[src/design/cpa_pkg.sv]
// ----------------------------------------------------------------------------
// cpa_pkg
// Shared widths and pipeline payload types for the closest-approach block.
// ----------------------------------------------------------------------------
package cpa_pkg;

  localparam int COORD_W   = 32;
  localparam int DIST_W    = 32;
  localparam int DP_W      = COORD_W + 1;
  localparam int DV_W      = COORD_W + 2;
  localparam int SQ_W      = 70;
  localparam int REM_W     = SQ_W + 1;
  localparam int LAM_BITS  = 32;
  localparam int LAM_W     = LAM_BITS + 1;
  localparam int MP_W      = DV_W + LAM_W;
  localparam int STEP_W    = MP_W - LAM_BITS;
  localparam int DC_W      = STEP_W + 1;
  localparam int FSQ_W     = 2 * DC_W;
  localparam int ISQ_W     = 2 * DIST_W;
  localparam int ISQ_STEPS = DIST_W;

  // Payload that travels from the front end through the divider.
  typedef struct packed {
    logic                       valid;
    logic                       interp;
    logic                       eq;
    logic [SQ_W-1:0]            sq;
    logic [REM_W-1:0]           rem;
    logic [SQ_W-1:0]            den;
    logic [LAM_W-1:0]           lam;
    logic [2:0][DP_W-1:0]       dp;
    logic [2:0][DV_W-1:0]       dv;
  } work_t;

  typedef struct packed {
    logic             valid;
    logic [FSQ_W-1:0] sq;
  } sq_t;

endpackage

[src/design/cpa_isqrt.sv]
// ----------------------------------------------------------------------------
// cpa_isqrt
// Pipelined integer square root, one result bit per stage, with saturation.
// ----------------------------------------------------------------------------
module cpa_isqrt (
  input  logic                      clk,
  input  logic                      rst,
  input  logic                      en,
  input  cpa_pkg::sq_t              din,
  output logic                      dout_valid,
  output logic [cpa_pkg::DIST_W-1:0] dout
);
  import cpa_pkg::*;

  typedef struct packed {
    logic             valid;
    logic             sat;
    logic [ISQ_W-1:0] n;
    logic [ISQ_W-1:0] res;
  } isq_t;

  isq_t pipe [ISQ_STEPS+1];

  always_comb begin
    pipe[0].valid = din.valid;
    pipe[0].sat   = din.sq[FSQ_W-1:ISQ_W] != '0;
    pipe[0].n     = din.sq[ISQ_W-1:0];
    pipe[0].res   = '0;
  end

  for (genvar k = 0; k < ISQ_STEPS; k++) begin : g_stage
    localparam logic [ISQ_W-1:0] BIT = ISQ_W'(1) << (ISQ_W - 2 - 2 * k);
    logic [ISQ_W-1:0] trial;
    logic             ge;
    isq_t             nx;

    always_comb begin
      trial  = pipe[k].res + BIT;
      ge     = pipe[k].n >= trial;
      nx     = pipe[k];
      nx.n   = ge ? (pipe[k].n - trial) : pipe[k].n;
      nx.res = ge ? ((pipe[k].res >> 1) + BIT) : (pipe[k].res >> 1);
    end

    always_ff @(posedge clk) begin
      if (rst) begin
        pipe[k+1].valid <= 1'b0;
      end else if (en) begin
        pipe[k+1] <= nx;
      end
    end
  end

  assign dout_valid = pipe[ISQ_STEPS].valid;
  assign dout       = pipe[ISQ_STEPS].sat ? '1 : pipe[ISQ_STEPS].res[DIST_W-1:0];

endmodule

[config.mk]
export PLATFORM = sky130hd
export DESIGN_NAME = cpa_isqrt
export DESIGN_NICKNAME = d
export VERILOG_FILES = /design/src/design/cpa_pkg.sv /design/src/design/cpa_isqrt.sv
export SDC_FILE = /design/constraint.sdc
export NUM_CORES = 2
export LEC_CHECK = 0
export BUFFER_PORTS_ARGS = -buffer_cell sky130_fd_sc_hd__buf_2
export CAP_MARGIN = 20
export CORE_MARGIN = 2
export CORE_UTILIZATION = 61
export DETAILED_ROUTE_END_ITERATION = 10
export GPL_ROUTABILITY_DRIVEN = 1
export PLACE_DENSITY = 0.77
export SLEW_MARGIN = 0
export SYNTH_ARGS = -nofsm -noshare
export SYNTH_HDL_FRONTEND = slang
export SYNTH_SLANG_ARGS = --single-unit
[constraint.sdc]
create_clock -name clk -period 199.1 [get_ports clk]
set_input_delay 9.955 -clock clk [delete_from_list [all_inputs] [get_ports clk]]
set_output_delay 9.955 -clock clk [all_outputs]
set_load 0.05 [all_outputs]
==> metrics.md <==
| Metric | Value |
|---|---|
| Period utilization | `0.0801` |
| Initial Util | `0.613` |
| Longest Clk Path Bufs | `4` |
| WP data required | `roughly 200 ns` |
| Die area | `roughly 200000 um^2` |
| Data arrival, critical path | `roughly 17 ns` |
| Synthesized cell area | `122000 um^2` |
| CTS Buf Count | `approximately 290` |
| Initial antenna violation count | `14` |
| Pwr per Cell Area | `9.57 nW/um^2` |
| Most common cell in the netlist | `edfxtp_1` |
| Drt total wl | `286 mm` |
| Post-synthesis sequential area ratio | `0.630` |
| Post-route design area | `135000 um^2` |
| Clk sinks | `2576` |
| Reg clk slew, reported paths | `approximately 0.050 ns` |
| Syn-to-layout area delta | `10.4%` |
| Critical path launch point type | `input pin` |
| Synthesis Warnings | `0` |
| Die H | `452 um` |
| Final setup margin | `183.16 ns` |
| Least-Margin Pin Slew | `1.22 ns` |
| Clk Latency, worst-skew pair | `0.95 ns` |
| Post-synth top cells | `edfxtp_1 (2544), inv_1 (701), nor2_1 (694)` |
| Final period demand of the worst path | `15.94 ns` |
| Gr usage total | `0.275` |
| # IOs | `109` |
| Synth Flop Type | `edfxtp_1` |
| Critical Path Sink Type | `register` |
| Total Neg Setup Slack | `0 ns` |
| Vias in the first global route | `76400` |
| Place WS | `181.51 ns` |
| Die Width | `452 um` |
| Worst Path Max Fanout | `around 210` |
| Max-Slew Margin vs Limit | `0.183` |
| Final nets | `~11000` |
| Cell Count Post-Placement | `12300` |
| Compound-gate portion of the synthesized area | `0.0891` |
| Hold Path Class | `register to register` |
| FF+latch count, synth | `2576` |
| XOR/XNOR Fraction of Synth Area | `0.0623` |
| Overflow after GRT | `0` |
| Vias per inst | `~6.2` |
| Largest net degree at the start of global routing | `214` |
| Synth unique cells | `91` |
| Detail Route Antenna Nets | `0` |
| Htree depth | `5` |
| Fin cells | `about 13000` |
| Post-synthesis simple-gate area fraction | `0.119` |
| Final Hold Fails | `0` |
| CTS tree | `built` |
| Port Buffers | `108` |
| Post-cts resize count | `0` |
| Synth area leaders | `edfxtp_1 (62%), ha_1 (5.7%), xnor2_1 (3.4%)` |
| Core Footprint | `199000 um^2` |
| DR DRC count | `0` |
| FFs w/ async S/R, synth | `0` |
| Leakage | `49.6 nW` |
| Multiplexer share of the synthesized area | `0.0143` |
| Rows | `approximately 160` |
| Layout cell share with drive strength beyond 1 | `0.0777` |
| Post-DP HPWL | `209 mm` |
| Routability Congestion | `0.956` |
| Fin Clk Skew | `0.0828 ns` |
| First-pass GRT wire length | `435 mm` |
| Synth Area per Inst | `about 13 um^2` |
| Largest family of logic cells by synthesized area | `simple AND/OR/NAND/NOR gates` |
| Adder-cell area share of the yosys netlist | `0.0571` |
| Unrepaired setup endpoints after global routing | `false` |
| Setup Viol. Count Final | `0` |
| Syn Nets | `10300` |
| Root Driver | `clkbuf_16` |
| Post-CTS setup repair buffer count | `0` |
| Status | `completed` |
| Pre-Repair DR Iteration Count | `6` |
| Max VDD drop | `between 0.000009 and 0.00001 V` |
| # hold bufs at CTS | `0` |
| Post-synth EDFFs | `2544` |
| Slew Limit Fails | `0` |
| Setup Crit Path Kind | `input pin to register` |
| WL/cell | `22.4 um` |
| Synth top area share | `0.625` |
| Total number of vias | `79000` |
| Placed inst area | `126000 um^2` |
| Max-Cap Viols | `0` |
| Initial DRC Count | `8546` |
| Gate Count Post-Synth | `~9600` |
| Peak Freq | `roughly 63 MHz` |
| Largest area contributor in the netlist | `edfxtp_1` |
kinds of logic after synthesis:
kind of cell             Yosys count
XOR/XNOR                         869
adder cells (fa/ha/maj)          558
AND/OR/NAND/NOR                 2824
buffers and inverters            893
multiplexers                     159
AO/OA/AOI/OAI                   1762
flip-flops                      2576
worst max-delay path, stage by stage:
cell	delay, ns
buf_2	0.68
nor2b_4	0.52
buf_12	0.25
buf_4	0.65
buf_4	0.80
buf_4	0.90
buf_12	0.68
buf_4	0.88
buf_4	0.37
buf_16	0.36
where the power goes:
group	total [mW]	internal [mW]	leakage, nW	switching, mW
logic	0.130	0.0517	21.3	0.0786
clock network	0.510	0.303	4.33	0.207
registers	0.651	0.631	24.0	0.0207
total	1.29	0.985	49.6	0.306
state kept, by name (all words and copies together), names as in the netlist:
name / cells
dout_valid: 1
pipe: 2513
g_stage.nx: 62
layout make-up:
cell class / count / area [um^2]
diodes: 4 / 10.0
clock buffers: 341 / 7470
clock inverters: 141 / 1430
fillers: 13800 / 64500
inverters: 702 / 2640
multi-input cells: 6172 / 41900
flip-flops and latches: 2576 / 77000
well taps: 2656 / 3320
repair buffers: 171 / 1200
placed cells by master (no fill, tap or decap), types with 88 or more instances in the layout:
master and n:
inv_1 701, a21o_1 213, nand2_1 530, nor3_1 262
nor2b_1 88, nand4_1 147, nand3_1 159, a21oi_1 609
or4_1 89, clkbuf_16 291, o21ai_0 407, o21a_1 103
or3_1 110, ha_1 558, xor2_1 390, nor4_1 316
nor2_1 694, edfxtp_1 2544, nand2b_1 121, mux2_2 116
buf_2 109, xnor2_1 479
layer usage:
layer  vias to the layer above  track usage  part of all wire
met5                         -            0           0.00037
met3                       621       0.0492             0.078
li1                      36600            -                 -
met1                     38600        0.366              0.40
met2                      3229        0.459              0.48
met4                        14       0.0909             0.033
path summary, 6_finish.rpt:
path	end	cells past startpoint	startpoint	slack, ns
max	pipe[4142]$_DFFE_PP_	10	en	183.16
min	g_stage[29].nx[128]$_DFFE_PP_	0	g_stage[28].nx[128]$_DFFE_PP_	0.40
max reg2reg	pipe[633]$_DFFE_PP_	14	pipe[685]$_DFFE_PP_	193.50
min reg2reg	g_stage[29].nx[128]$_DFFE_PP_	0	g_stage[28].nx[128]$_DFFE_PP_	0.40
stage by stage:
stage	hold WS, ns	utilization	total power [mW]
finish	0.396	0.677	1.29
global placement	0.405	0.631	0.784
CTS	0.399	0.676	1.30
detailed placement	0.407	0.631	0.789
floorplan	0.400	-	0.846
global route	0.387	0.677	1.33
Note: power is estimated with default switching activity, not from simulation.
